--- src/rtl/bstri_pkg.sv ---
`default_nettype none
package bstri_pkg;

  localparam int DOCS        = 64;
  localparam int TS_BITS     = 64;
  localparam int TS_W        = 64;
  localparam int MAP_W       = 64;
  localparam int KEY_W       = 6;
  localparam int OP_W        = 2;
  localparam int POS_W       = 6;
  localparam int STORE_WORDS = 256;
  localparam int ADDR_W      = 8;

  localparam logic [MAP_W-1:0] DOC_MASK =
    (DOCS >= MAP_W) ? {MAP_W{1'b1}} : MAP_W'((65'd1 << DOCS) - 65'd1);

  localparam logic [OP_W-1:0] OP_INSERT   = 2'd0;
  localparam logic [OP_W-1:0] OP_QUERY_GE = 2'd1;
  localparam logic [OP_W-1:0] OP_QUERY_LE = 2'd2;

  typedef enum logic [1:0] {
    VAL_ZERO,
    VAL_ONE,
    VAL_TS,
    VAL_WANT
  } addr_val_e;

  typedef struct packed {
    logic             load;
    addr_val_e        val_sel;
    logic [POS_W-1:0] pos;
    logic             wr_en;
    logic             pf_init;
    logic             pf_or;
    logic             step;
    logic             out_load;
  } ctrl_cmd_t;

  typedef struct packed {
    logic out_free;
  } dp_stat_t;

  function automatic logic [ADDR_W-1:0] slot_addr(logic kind, logic [POS_W-1:0] pos,
                                                  logic val);
    int word;
    word = ((int'(kind) * TS_BITS) + int'(pos)) * 2 + int'(val);
    return ADDR_W'(word);
  endfunction

endpackage
`default_nettype wire

--- src/rtl/bstri_ctrl.sv ---
`default_nettype none
module bstri_ctrl (
  input  wire logic                       clk_i,
  input  wire logic                       rst_ni,
  input  wire logic                       in_valid_i,
  input  wire logic [bstri_pkg::OP_W-1:0] op_i,
  input  wire bstri_pkg::dp_stat_t        stat_i,
  output logic                            in_ready_o,
  output bstri_pkg::ctrl_cmd_t            cmd_o
);

  localparam logic [2:0] ST_IDLE   = 3'd0;
  localparam logic [2:0] ST_INS_RD = 3'd1;
  localparam logic [2:0] ST_INS_WR = 3'd2;
  localparam logic [2:0] ST_Q_P0   = 3'd3;
  localparam logic [2:0] ST_Q_P1   = 3'd4;
  localparam logic [2:0] ST_Q_WALK = 3'd5;
  localparam logic [2:0] ST_Q_LAST = 3'd6;
  localparam logic [2:0] ST_Q_DONE = 3'd7;

  localparam logic [bstri_pkg::POS_W-1:0] POS_TOP = bstri_pkg::POS_W'(bstri_pkg::TS_BITS - 1);

  logic [2:0]                  state_q, state_d;
  logic [bstri_pkg::POS_W-1:0] pos_q, pos_d;
  logic                        accept;

  assign in_ready_o = (state_q == ST_IDLE);
  assign accept     = in_valid_i && in_ready_o;

  always_comb begin
    state_d        = state_q;
    pos_d          = pos_q;
    cmd_o          = '0;
    cmd_o.val_sel  = bstri_pkg::VAL_ZERO;
    cmd_o.pos      = pos_q;
    unique case (state_q)
      ST_IDLE: begin
        cmd_o.load = accept;
        if (accept) begin
          unique case (op_i) inside
            bstri_pkg::OP_INSERT: begin
              pos_d   = '0;
              state_d = ST_INS_RD;
            end
            bstri_pkg::OP_QUERY_GE, bstri_pkg::OP_QUERY_LE: begin
              state_d = ST_Q_P0;
            end
            default: state_d = ST_IDLE;
          endcase
        end
      end
      ST_INS_RD: begin
        cmd_o.val_sel = bstri_pkg::VAL_TS;
        state_d       = ST_INS_WR;
      end
      ST_INS_WR: begin
        cmd_o.val_sel = bstri_pkg::VAL_TS;
        cmd_o.wr_en   = 1'b1;
        if (pos_q == POS_TOP) begin
          state_d = ST_IDLE;
        end else begin
          pos_d   = pos_q + 1'b1;
          state_d = ST_INS_RD;
        end
      end
      ST_Q_P0: begin
        cmd_o.pos = '0;
        state_d   = ST_Q_P1;
      end
      ST_Q_P1: begin
        cmd_o.pos     = '0;
        cmd_o.val_sel = bstri_pkg::VAL_ONE;
        cmd_o.pf_init = 1'b1;
        pos_d         = POS_TOP;
        state_d       = ST_Q_WALK;
      end
      ST_Q_WALK: begin
        cmd_o.val_sel = bstri_pkg::VAL_WANT;
        // first walk cycle still folds in the second position-zero slice
        if (pos_q == POS_TOP) begin
          cmd_o.pf_or = 1'b1;
        end else begin
          cmd_o.step = 1'b1;
        end
        if (pos_q == '0) begin
          state_d = ST_Q_LAST;
        end else begin
          pos_d = pos_q - 1'b1;
        end
      end
      ST_Q_LAST: begin
        cmd_o.step = 1'b1;
        state_d    = ST_Q_DONE;
      end
      ST_Q_DONE: begin
        if (stat_i.out_free) begin
          cmd_o.out_load = 1'b1;
          state_d        = ST_IDLE;
        end
      end
      default: state_d = ST_IDLE;
    endcase
  end

  always_ff @(posedge clk_i or negedge rst_ni) begin
    if (!rst_ni) begin
      state_q <= ST_IDLE;
      pos_q   <= '0;
    end else begin
      state_q <= state_d;
      pos_q   <= pos_d;
    end
  end

`ifndef SYNTHESIS
  a_wr_after_rd: assert property (@(posedge clk_i) disable iff (!rst_ni)
    cmd_o.wr_en |-> $past(state_q) == ST_INS_RD)
    else $error("slice write without preceding read");

  a_load_free: assert property (@(posedge clk_i) disable iff (!rst_ni)
    cmd_o.out_load |-> stat_i.out_free)
    else $error("result loaded over a pending item");

  a_insert_start: assert property (@(posedge clk_i) disable iff (!rst_ni)
    (accept && op_i == bstri_pkg::OP_INSERT) |=> (state_q == ST_INS_RD && pos_q == '0))
    else $error("insert did not start at position zero");

  a_walk_end: assert property (@(posedge clk_i) disable iff (!rst_ni)
    (state_q == ST_Q_LAST) |-> ($past(state_q) == ST_Q_WALK && $past(pos_q) == '0))
    else $error("walk ended early");
`endif

endmodule
`default_nettype wire

--- config.mk ---
export PLATFORM = sky130hd
export DESIGN_NAME = bstri_ctrl
export DESIGN_NICKNAME = d
export VERILOG_FILES = /design/src/rtl/bstri_pkg.sv /design/src/rtl/bstri_ctrl.sv
export SDC_FILE = /design/constraint.sdc
export NUM_CORES = 1
export LEC_CHECK = 0
export BUFFER_PORTS_ARGS = -buffer_cell sky130_fd_sc_hd__buf_2
export CORE_MARGIN = 4
export CORE_UTILIZATION = 59
export CTS_BUF_LIST = sky130_fd_sc_hd__clkbuf_2
export CTS_CLUSTER_DIAMETER = 30
export DETAILED_ROUTE_END_ITERATION = 8
export PLACE_DENSITY = 0.94
export SLEW_MARGIN = 25
export SYNTH_ARGS = -nofsm -noshare
export SYNTH_HDL_FRONTEND = slang
export SYNTH_SLANG_ARGS = --single-unit
--- constraint.sdc ---
create_clock -name clk_i -period 4.1 [get_ports clk_i]
set_input_delay 0.82 -clock clk_i [delete_from_list [all_inputs] [get_ports clk_i]]
set_output_delay 0.82 -clock clk_i [all_outputs]
set_load 0.03 [all_outputs]
Yosys cells after proc, flatten, opt, wreduce, memory -nomap -nowiden
Cells that the tools add are included.

Flip-flop bits (word level): 9. Input bits: 6. Output and inout port bits: 15.

Add/sub/neg operators: 2. Equal/unequal tests: 16. Muxes and demuxes: 22. Reduce and logical (&&, ||, !) cells: 10.

Operator list (number): 6-bit 2-to-1 mux (5); 3-bit one-hot mux with 8 select lines (1); 6-bit one-hot mux with 4 select lines (1); 3-bit equality test (second input constant) (4); 1-bit 2-to-1 mux (9); 3-bit 2-to-1 mux (3); 2-bit inequality test (second input constant) (4); 6-bit by 1-bit adder with 6-bit output (second input constant) (1); 3-bit by 2-bit equality test with 1-bit output (second input constant) (2); 6-bit equality test (second input constant) (1); 6-bit zero test (1); 2-bit one-hot mux with 3 select lines (1); 2-bit OR reduction (3); 6-bit by 1-bit subtractor with 6-bit output (second input constant) (1); 5-bit AND reduction (1); 2-bit by 1-bit inequality test with 1-bit output (second input constant) (2); 2-bit one-hot mux with 2 select lines (1); 4-bit nonzero test (1); 3-bit by 1-bit equality test with 1-bit output (second input constant) (1); 3-bit zero test (1); 3-bit AND reduction (1); 2-bit by 1-bit equality test with 1-bit output (second input constant) (1); 2-bit equality test (second input constant) (1); 2-bit zero test (1); other kinds (2) (2).

Logic depth before layout (Yosys ltp)
Gate-level depths: netlist (run 1).

Depth in word-level cells: 5. Mapped depth: 11. Gate-level depth less buffers: 9.

Worst setup path before layout (run 1)
No wires, ideal clock.

Kind: register to output. Start point: register state_q[0]. End point: output port cmd_o[13] (netlist bit). Data arrival time: 1602 ps. Path slack: 1678 ps. Stages on the path, launching flop included: 3. Path buffers: 0. Cell sequence: dfrtp_1 > nor3_1 > and2_1.

RTL lines: from (decl) (RTL line bstri_ctrl.sv:23) `logic [2:0] state_q, state_d;`; from (signal assigned) (RTL line bstri_ctrl.sv:110) `state_q <= state_d;`; to (decl) (RTL line bstri_ctrl.sv:9) `output bstri_pkg::ctrl_cmd_t cmd_o`.

==> results of run 1 <==
-- logic make-up after synthesis --
logic type	count (synthesis)	synth area share, %
AOI/OAI and AO/OA	28	21.4
xor gates and xnor gates	4	3.90
adders and majority gates	5	6.95
buffers and inverters	13	7.37
DFF	9	25.0
muxes	3	3.48
and+or+nand+nor	55	31.8
-- worst reg2reg max path, cell delays in order (launching register included) --
cell and delay [ps]:
sky130_fd_sc_hd__dfrtp_1 650, sky130_fd_sc_hd__nand3b_4 250, sky130_fd_sc_hd__xnor2_1 190, sky130_fd_sc_hd__ha_1 240
sky130_fd_sc_hd__or3_1 360, sky130_fd_sc_hd__a31oi_1 220, sky130_fd_sc_hd__xor2_1 190, sky130_fd_sc_hd__o21ai_0 110
sky130_fd_sc_hd__o21a_1 120
-- state kept, by name, indices dropped and copies added, names as in the netlist --
register	flops
pos_q	6
state_q	3
-- power groups by stage --
stage	logic (uW)	clock network (uW)	registers (uW)
6_report	7.09	55.4	88.7
5_1_grt	8.21	60.9	88.7
4_1_cts	7.06	57.4	88.7
3_5_place_dp	6.98	0	90.4
3_3_place_gp	6.55	0	90.4
2_1_floorplan	1.84	0	90.5
-- per-stage QoR --
| stage | total power (uW) | hold WS (ps) | setup slack [ps] | instances |
|---|---|---|---|---|
| floorplan | 92.3 | 524 | 1680 | 117 |
| global placement | 97.0 | 579 | 1750 | 146 |
| detailed placement | 97.4 | 615 | 1680 | 146 |
| CTS | 153 | 397 | 1400 | 150 |
| global route | 158 | 392 | 1260 | 150 |
| finish | 151 | 403 | 1410 | 150 |
-- placed cells by master (no fill, tap or decap), types with 2 or more instances in the layout --
| cell | n |
|---|---|
| sky130_fd_sc_hd__a21oi_1 | 5 |
| sky130_fd_sc_hd__a31oi_1 | 3 |
| sky130_fd_sc_hd__and2_1 | 7 |
| sky130_fd_sc_hd__and3_1 | 2 |
| sky130_fd_sc_hd__buf_2 | 20 |
| sky130_fd_sc_hd__clkbuf_2 | 4 |
| sky130_fd_sc_hd__dfrtp_1 | 9 |
| sky130_fd_sc_hd__ha_1 | 5 |
| sky130_fd_sc_hd__inv_1 | 4 |
| sky130_fd_sc_hd__inv_2 | 3 |
| sky130_fd_sc_hd__mux2i_1 | 2 |
| sky130_fd_sc_hd__nand2_1 | 13 |
| sky130_fd_sc_hd__nand2b_1 | 2 |
| sky130_fd_sc_hd__nand3_1 | 3 |
| sky130_fd_sc_hd__nor2_1 | 15 |
| sky130_fd_sc_hd__nor3_1 | 3 |
| sky130_fd_sc_hd__nor4_1 | 2 |
| sky130_fd_sc_hd__o21a_1 | 3 |
| sky130_fd_sc_hd__o21ai_0 | 5 |
| sky130_fd_sc_hd__o21ai_1 | 3 |
| sky130_fd_sc_hd__or3_1 | 4 |
| sky130_fd_sc_hd__xnor2_1 | 3 |
-- area by class of cell --
type | count | area, um^2 | area share [%]
clock buffers | 4 | 20.0 | 2.01
inverters | 7 | 26.3 | 2.63
multi-input cells | 95 | 608 | 60.9
flip-flops and latches | 9 | 225 | 22.6
well taps | 15 | 18.8 | 1.88
repair buffers | 20 | 100 | 10.0
-- layer usage --
layer,vias to the layer above,global-route usage [%],share of wire (%)
li1,451,-,-
met1,437,31.4,39
met2,45,39.8,49
met3,10,4.21,8.0
met4,0,16.0,3.3
met5,-,0,0
-- how the worst min path moves through the flow --
stage                     to  slack (ps)  cells past startpoint
floorplan           pos_q[0]         520                      0
global placement    pos_q[3]         580                      1
detailed placement  pos_q[3]         610                      1
CTS                 pos_q[1]         400                      1
global route        pos_q[4]         390                      1
finish              pos_q[1]         400                      1
==> results.sh, run 1 <==
export IMPL_placedInstanceArea_um2=978
export IMPL_detail_route_iter0_violations=54
export IMPL_clock_tree_htree_level_count=1
export IMPL_nets=147
export IMPL_rsz0062_at_grt="no"
export IMPL_drcViolationCount=0
export IMPL_power_sequential_fraction_pct=58.7
export IMPL_crit_path_frequent_cell="sky130_fd_sc_hd__nor2_1"
export IMPL_cts_buffers=3
export IMPL_gr_total_overflow=0
export IMPL_grt_start_max_net_pins=18
export IMPL_tightest_slew_ps=499
export IMPL_synth_distinct_cells=39
export IMPL_skew_ps=4.54
export IMPL_grt_pass1_wl_um=3940
export IMPL_clk_pin_slew_worst_paths_ps=90
export IMPL_postSynthRegisterBits=9
export IMPL_ys_flop_type="sky130_fd_sc_hd__dfrtp_1"
export IMPL_run_status="finished, final reports clean"
export IMPL_synthesis_nets=128
export IMPL_reg2reg_from="state_q[0]"
export IMPL_critical_path_reg2reg_endpoint="pos_q[4]"
export IMPL_io_pins=21
export IMPL_area_delta_synth_final_pct=11.0
export IMPL_floorplan_die_height_um=47.1
export IMPL_placementRows=13
export IMPL_edff_count_synth=0
export IMPL_detailed_place_hpwl_um=1780
export IMPL_mappedNetlistArea_um2=900
export IMPL_n_antenna_cell=0
export IMPL_crit_fanout=17
export IMPL_cts_root_to_sink_buffers=2
export IMPL_clock_root_buffer="sky130_fd_sc_hd__clkbuf_2"
export IMPL_critical_path_n_buffers_inverters=1
export IMPL_critical_path_endpoint_type="primary output"
export IMPL_route_vias_total=943
export IMPL_port_buffer_count=20
export IMPL_post_synth_top_area_cell="sky130_fd_sc_hd__dfrtp_1"
export IMPL_async_flop_share_pct=100
export IMPL_worst_skew_pair_late_latency_ps=240
export IMPL_core_area_um2=1370
export IMPL_crit_type="reg -> out"
export IMPL_slew_viols_final=0
export IMPL_hold_viol=0
export IMPL_post_drt_antenna_nets=0
export IMPL_cap_violations=0
export IMPL_grt_util_all_layers_pct=25.1
export IMPL_totalWireLength_um=2220
export IMPL_post_route_min_period_ps=2690
export IMPL_pwr_density_cell_nw_per_um2=151
export IMPL_cp_max_stage_cell="sky130_fd_sc_hd__dfrtp_1"
export IMPL_top_post_synthesis_cells_by_area="sky130_fd_sc_hd__dfrtp_1 25%, sky130_fd_sc_hd__ha_1 7.0%, sky130_fd_sc_hd__nor2_1 6.3%"
export IMPL_floorplan_die_width_um=47.1
export IMPL_synth_warnings=0
export IMPL_power_switching_uw=33.7
export IMPL_post_cts_resized_instances=0
export IMPL_synth_top_cell_area_share_pct=25.0
export IMPL_power_share_clock_pct=36.7
export IMPL_worst_ep_arrival_time_ps=1870
export IMPL_ys_seq_area_share_pct=25.0
export IMPL_setup_tns_final_ps=0
export IMPL_fmax_ghz=0.371
export IMPL_drt_wirelength_per_cell_um=14.8
export IMPL_post_cts_setup_buffer_count=0
export IMPL_clock_sink_count=9
export IMPL_worstSetupEndpoint="cmd_o[10]"
export IMPL_grt_antenna_before_repair=0
export IMPL_top_count_cell_post_synth="sky130_fd_sc_hd__nor2_1"
export IMPL_setup_worst_path_start_class="register"
export IMPL_p_leak_uw=0.000466
export IMPL_cpPeakStageDelay_ps=640
export IMPL_final_util_pct=73.1
export IMPL_drive_gt1_share_pct=23.0
export IMPL_internal_power_uw=118
export IMPL_setup_viol_count_final=0
export IMPL_peakVddDrop_v=0.000200
export IMPL_vias_per_cell=6.29
export IMPL_final_cell_area_um2=998
export IMPL_synthesis_instances=117
export IMPL_post_route_period_util_pct=65.7
export IMPL_relSlewSlack_pct=66.4
export IMPL_worst_r2r_setup_slack_ps=1670
export IMPL_cp_startpoint="state_q[1]"
export IMPL_combinationalPowerShare_pct=4.7
export IMPL_syn_area_per_cell_um2=7.69
export IMPL_gp_routability_congestion=0.923
export IMPL_drt_pass1_iterations=5
export IMPL_worst_path_dominant_cell_family="simple AND/OR/NAND/NOR gates"
export IMPL_worst_endpoint_required_ps=3280
export IMPL_tritoncts="yes"
export IMPL_fill_cells=109
export IMPL_crit_chain="nand2b_1, nor2_1, nor2_1, and2_1, buf_2"
export IMPL_cp_num_cells=5
export IMPL_switching_share_pct=22.3
export IMPL_first_global_vias=916
export IMPL_synth_common_cells="15 x sky130_fd_sc_hd__nor2_1, 13 x sky130_fd_sc_hd__nand2_1, 9 x sky130_fd_sc_hd__dfrtp_1"
export IMPL_classification_of_the_worst_slack_hold_path="in -> async"
export IMPL_floorplan_die_area_um2=2210
export IMPL_post_cts_hold_buffer_count=0
export IMPL_initial_utilization_pct=65.8
export IMPL_reg2regPathDepth=8
Power figures use the tool's default switching activity.
==> inputs of run 2 (changes only) <==
--- a/config.mk
+++ b/config.mk
@@ -7,11 +7,11 @@
 export LEC_CHECK = 0
 export BUFFER_PORTS_ARGS = -buffer_cell sky130_fd_sc_hd__buf_2
 export CORE_MARGIN = 4
-export CORE_UTILIZATION = 59
+export CORE_UTILIZATION = 50
 export CTS_BUF_LIST = sky130_fd_sc_hd__clkbuf_2
 export CTS_CLUSTER_DIAMETER = 30
 export DETAILED_ROUTE_END_ITERATION = 8
-export PLACE_DENSITY = 0.94
+export PLACE_DENSITY = 0.86
 export SLEW_MARGIN = 25
 export SYNTH_ARGS = -nofsm -noshare
 export SYNTH_HDL_FRONTEND = slang
==> constraint.sdc (replaced) <==
create_clock -name clk_i -period 2.2 [get_ports clk_i]
set_input_delay 0.44 -clock clk_i [delete_from_list [all_inputs] [get_ports clk_i]]
set_output_delay 0.44 -clock clk_i [all_outputs]
set_load 0.03 [all_outputs]
==> results.sh, run 2 (same netlist as run 1, synthesis figures left out) <==
export IMPL_setup_worst_path_start_class="register"
export IMPL_floorplan_die_width_um=50.4
export IMPL_power_switching_uw=58.1
export IMPL_detail_route_iter0_violations=41
export IMPL_clock_root_buffer="sky130_fd_sc_hd__clkbuf_2"
export IMPL_post_drt_antenna_nets=0
export IMPL_gr_total_overflow=0
export IMPL_gp_routability_congestion=0.892
export IMPL_vias_per_cell=5.90
export IMPL_skew_ps=7.70
export IMPL_rsz0062_at_grt="no"
export IMPL_nets=151
export IMPL_peakVddDrop_v=0.000382
export IMPL_cap_violations=0
export IMPL_switching_share_pct=21.0
export IMPL_drcViolationCount=0
export IMPL_final_util_pct=61.2
export IMPL_placed_cell_count=160
export IMPL_internal_power_uw=219
export IMPL_classification_of_the_worst_slack_hold_path="in -> async"
export IMPL_grt_antenna_before_repair=0
export IMPL_post_route_period_util_pct=94.2
export IMPL_worst_endpoint_required_ps=1760
export IMPL_first_global_vias=891
export IMPL_relSlewSlack_pct=64.3
export IMPL_reg2regPathDepth=8
export IMPL_placementRows=15
export IMPL_area_delta_synth_final_pct=16.3
export IMPL_fmax_ghz=0.482
export IMPL_floorplan_die_height_um=50.4
export IMPL_post_place_ws_ps=209
export IMPL_grt_pass1_wl_um=3740
export IMPL_port_buffer_count=20
export IMPL_tightest_slew_ps=532
export IMPL_pwr_density_cell_nw_per_um2=265
export IMPL_worst_r2r_setup_slack_ps=210
export IMPL_fin_cells=164
export IMPL_setup_tns_final_ps=0
export IMPL_core_area_um2=1710
export IMPL_p_leak_uw=0.000485
export IMPL_worst_ep_arrival_time_ps=1630
export IMPL_crit_type="reg -> out"
export IMPL_worst_skew_pair_late_latency_ps=230
export IMPL_drt_wirelength_per_cell_um=13.8
export IMPL_layout_commonest_cell="sky130_fd_sc_hd__buf_2"
export IMPL_regMostFlops="pos_q"
export IMPL_fill_cells=150
export IMPL_clock_sink_count=9
export IMPL_tritoncts="yes"
export IMPL_clk_pin_slew_worst_paths_ps=80
export IMPL_critical_path_reg2reg_endpoint="pos_q[5]"
export IMPL_slew_viols_final=0
export IMPL_fin_ws_ps=127
export IMPL_critical_path_endpoint_type="primary output"
export IMPL_largest_registers="pos_q x6, state_q x3"
export IMPL_clock_tree_htree_level_count=1
export IMPL_crit_fanout=16
export IMPL_post_cts_hold_buffer_count=0
export IMPL_largest_register_ffs=6
export IMPL_drive_gt1_share_pct=26.6
export IMPL_grt_start_max_net_pins=17
export IMPL_cts_buffers=3
export IMPL_most_common_layout_cells="20 x sky130_fd_sc_hd__buf_2, 14 x sky130_fd_sc_hd__nor2_1, 13 x sky130_fd_sc_hd__nand2_1"
export IMPL_combinationalPowerShare_pct=4.5
export IMPL_hold_viol=0
export IMPL_power_sequential_fraction_pct=59.7
export IMPL_post_cts_setup_buffer_count=0
export IMPL_io_pins=21
export IMPL_floorplan_die_area_um2=2540
export IMPL_power_share_clock_pct=35.8
export IMPL_cts_root_to_sink_buffers=2
export IMPL_n_antenna_cell=0
export IMPL_route_vias_total=968
export IMPL_grt_util_all_layers_pct=18.9
export IMPL_totalWireLength_um=2260
export IMPL_reg2reg_from="state_q[1]"
export IMPL_setup_viol_count_final=0
export IMPL_detailed_place_hpwl_um=1810
export IMPL_post_route_min_period_ps=2070
export IMPL_run_status="finished, final reports clean"
export IMPL_initial_utilization_pct=52.7
export IMPL_drt_pass1_iterations=5
run 2: changes by cell type in the layout (fill, tap and decap cells not counted), sizes merged:
cell and change:
buf +4
run 2: critical path, stage by stage (launching register included):
cell and delay [ps]:
sky130_fd_sc_hd__dfrtp_1 380, sky130_fd_sc_hd__buf_4 190, sky130_fd_sc_hd__nand2b_2 230, sky130_fd_sc_hd__nor2_1 180, sky130_fd_sc_hd__nor2_2 90, sky130_fd_sc_hd__and2_1 160, sky130_fd_sc_hd__buf_2 170
run 2: how the worst max path moves through the flow:
stage,endpoint,slack (ps),depth (start not counted),start
final,cmd_o[6],130,6,state_q[1]
after global routing,cmd_o[1],2,5,pos_q[2]
after global placement,pos_q[5],250,8,state_q[1]
after floorplan,pos_q[5],130,10,state_q[2]
after detailed placement,pos_q[5],210,8,state_q[1]
after CTS,cmd_o[6],80,6,state_q[1]
run 2: power groups by stage:
stage / combinational [uW] / clock (uW) / sequential [uW]
6_report: 12.5 / 99.1 / 165
5_1_grt: 14.7 / 118 / 165
4_1_cts: 12.9 / 106 / 165
3_5_place_dp: 12.7 / 0 / 169
3_3_place_gp: 12.6 / 0 / 169
2_1_floorplan: 3.42 / 0 / 169
run 2: metal layers:
metal | GRT usage, % | wire length (um) | vias to the layer above
met2 | 32.0 | 1130 | 43
li1 | - | - | 461
met3 | 3.86 | 116 | 8
met1 | 22.7 | 951 | 456
met5 | 0 | 0 | -
met4 | 8.97 | 55 | 0
run 2: area by class of cell:
| type | instances | area, um^2 | share of cell area (%) |
|---|---|---|---|
| Clock buffer | 4 | 20.0 | 1.91 |
| Inverter | 7 | 26.3 | 2.51 |
| Multi-Input combinational cell | 95 | 613 | 58.6 |
| Sequential cell | 9 | 225 | 21.5 |
| Tap cell | 25 | 31.3 | 2.99 |
| Timing Repair Buffer | 24 | 130 | 12.4 |
run 2: stage by stage:
stage               cell area (um^2)  hold WS, ps  power, uW
global placement                1020          294        181
global route                    1050         8.51        298
CTS                             1040         22.8        284
detailed placement              1020          297        181
finish                          1050         33.0        277
floorplan                        900          144        172
run 2: timing repair:
item,CTS,global route
setup endpoints to repair,1,6
pin swaps,0,1
resized for setup,1,1
==> inputs of run 3 (changes only) <==
--- a/config.mk
+++ b/config.mk
@@ -5,7 +5,7 @@
 export SDC_FILE = /design/constraint.sdc
 export NUM_CORES = 1
 export LEC_CHECK = 0
-export BUFFER_PORTS_ARGS = -buffer_cell sky130_fd_sc_hd__buf_2
+export BUFFER_PORTS_ARGS = -buffer_cell sky130_fd_sc_hd__buf_4
 export CORE_MARGIN = 4
 export CORE_UTILIZATION = 50
 export CTS_BUF_LIST = sky130_fd_sc_hd__clkbuf_2
==> results.sh, run 3 (same netlist as run 1, synthesis figures left out) <==
export IMPL_final_cell_area_um2=1110
export IMPL_worst_ep_arrival_time_ps=1650
export IMPL_worst_endpoint_required_ps=1760
export IMPL_detail_route_iter0_violations=15
export IMPL_detailed_place_hpwl_um=1760
export IMPL_power_switching_uw=65.0
export IMPL_grt_pass1_wl_um=3590
export IMPL_clock_sink_count=9
export IMPL_nets=152
export IMPL_switching_share_pct=22.6
export IMPL_largest_register_ffs=6
export IMPL_post_drt_antenna_nets=0
export IMPL_initial_utilization_pct=52.7
export IMPL_pwr_density_cell_nw_per_um2=260
export IMPL_post_route_period_util_pct=94.8
export IMPL_most_common_layout_cells="24 x sky130_fd_sc_hd__buf_4, 14 x sky130_fd_sc_hd__nor2_1, 13 x sky130_fd_sc_hd__nand2_1"
export IMPL_reg2reg_from="state_q[1]"
export IMPL_grt_antenna_before_repair=0
export IMPL_core_area_um2=1710
export IMPL_internal_power_uw=222
export IMPL_p_leak_uw=0.000506
export IMPL_rsz0062_at_grt="no"
export IMPL_crit_fanout=10
export IMPL_peakVddDrop_v=0.000295
export IMPL_regMostFlops="pos_q"
export IMPL_tritoncts="yes"
export IMPL_route_vias_total=915
export IMPL_drive_gt1_share_pct=26.4
export IMPL_cp_max_stage_cell="sky130_fd_sc_hd__dfrtp_1"
export IMPL_cap_violations=0
export IMPL_drcViolationCount=0
export IMPL_setup_viol_count_final=0
export IMPL_totalWireLength_um=2160
export IMPL_run_status="finished, final reports clean"
export IMPL_placedInstanceArea_um2=1070
export IMPL_grt_util_all_layers_pct=18.3
export IMPL_setup_worst_path_start_class="register"
export IMPL_power_sequential_fraction_pct=57.5
export IMPL_crit_type="reg -> out"
export IMPL_clock_root_buffer="sky130_fd_sc_hd__clkbuf_2"
export IMPL_setup_tns_final_ps=0
export IMPL_n_antenna_cell=0
export IMPL_fin_cells=165
export IMPL_critical_path_endpoint_type="primary output"
export IMPL_port_buffer_count=20
export IMPL_relSlewSlack_pct=63.3
export IMPL_drt_wirelength_per_cell_um=13.1
export IMPL_io_pins=21
export IMPL_placed_cell_count=160
export IMPL_cts_buffers=3
export IMPL_drt_pass1_iterations=4
export IMPL_skew_ps=10.4
export IMPL_fin_ws_ps=114
export IMPL_cts_root_to_sink_buffers=2
export IMPL_tightest_slew_ps=547
export IMPL_cpPeakStageDelay_ps=510
export IMPL_fmax_ghz=0.479
export IMPL_placementRows=15
export IMPL_post_place_ws_ps=223
export IMPL_floorplan_die_height_um=50.4
export IMPL_slew_viols_final=0
export IMPL_worst_r2r_setup_slack_ps=230
export IMPL_floorplan_die_area_um2=2540
export IMPL_gr_total_overflow=0
export IMPL_fill_cells=147
export IMPL_clk_pin_slew_worst_paths_ps=80
export IMPL_grt_start_max_net_pins=17
export IMPL_vias_per_cell=5.55
export IMPL_clock_tree_htree_level_count=1
export IMPL_area_delta_synth_final_pct=22.9
export IMPL_hold_viol=0
export IMPL_first_global_vias=816
export IMPL_classification_of_the_worst_slack_hold_path="in -> reg"
export IMPL_final_util_pct=64.8
export IMPL_layout_commonest_cell="sky130_fd_sc_hd__buf_4"
export IMPL_gp_routability_congestion=0.893
export IMPL_power_share_clock_pct=36.7
export IMPL_largest_registers="pos_q x6, state_q x3"
export IMPL_combinationalPowerShare_pct=5.8
export IMPL_critical_path_reg2reg_endpoint="pos_q[4]"
export IMPL_worstHoldStart="in_valid_i"
export IMPL_post_route_min_period_ps=2090
export IMPL_whs_path_depth=3
export IMPL_worst_skew_pair_late_latency_ps=250
export IMPL_reg2regPathDepth=8
export IMPL_hold_end="state_q[0]"
export IMPL_floorplan_die_width_um=50.4
export IMPL_post_cts_setup_buffer_count=0
export IMPL_crit_chain="nand2_1, nor3_1, or3_1, a21oi_1, buf_4"
## run 3: per-layer routing
layer / vias up / GRT usage (%) / wire (um)
met5: - / 0 / 0
met3: 5 / 5.93 / 126
li1: 461 / - / -
met1: 423 / 21.2 / 902
met4: 0 / 4.04 / 31
met2: 26 / 32.6 / 1100
## run 3: how the worst max path moves through the flow
stage	start	slack, ps	to
2_1_floorplan	state_q[2]	130	pos_q[5]
3_3_place_gp	state_q[1]	290	pos_q[4]
3_5_place_dp	state_q[1]	220	pos_q[4]
4_1_cts	state_q[1]	20	cmd_o[7]
5_1_grt	pos_q[2]	2	cmd_o[1]
6_report	pos_q[2]	110	cmd_o[1]
## run 3: cell type report
class / count / area [um^2] / share of cell area [%]
Clock buffer: 4 / 20.0 / 1.81
Inverter: 7 / 26.3 / 2.38
Multi-Input combinational cell: 95 / 613 / 55.4
Sequential cell: 9 / 225 / 20.4
Tap cell: 25 / 31.3 / 2.83
Timing Repair Buffer: 25 / 190 / 17.2
## run 3: power by group through the flow
stage / logic, uW / registers [uW] / clock network, uW
after floorplan: 3.42 / 169 / 0
after global placement: 15.2 / 169 / 0
after CTS: 16.8 / 165 / 110
after detailed placement: 15.4 / 169 / 0
after global routing: 19.0 / 165 / 118
final: 16.6 / 165 / 105
## run 3: through the flow
stage / hold slack, ps / power [uW]
3_5_place_dp: 268 / 184
2_1_floorplan: 144 / 172
4_1_cts: 497 / 292
5_1_grt: 534 / 302
6_report: 498 / 287
3_3_place_gp: 268 / 184
## run 3: critical path, delay by kind of cell, from the launching register on
kind | cells | cell delay [ps]
AO/OA/AOI/OAI | 1 | 60
buffers and inverters | 1 | 160
flip-flops | 1 | 510
AND/OR/NAND/NOR | 3 | 670
## run 3: what timing repair did
item	CTS	global route
endpoints found under the hold margin	9	0
hold buffers	1	0
setup endpoints to repair	0	6
gates resized for setup	0	2
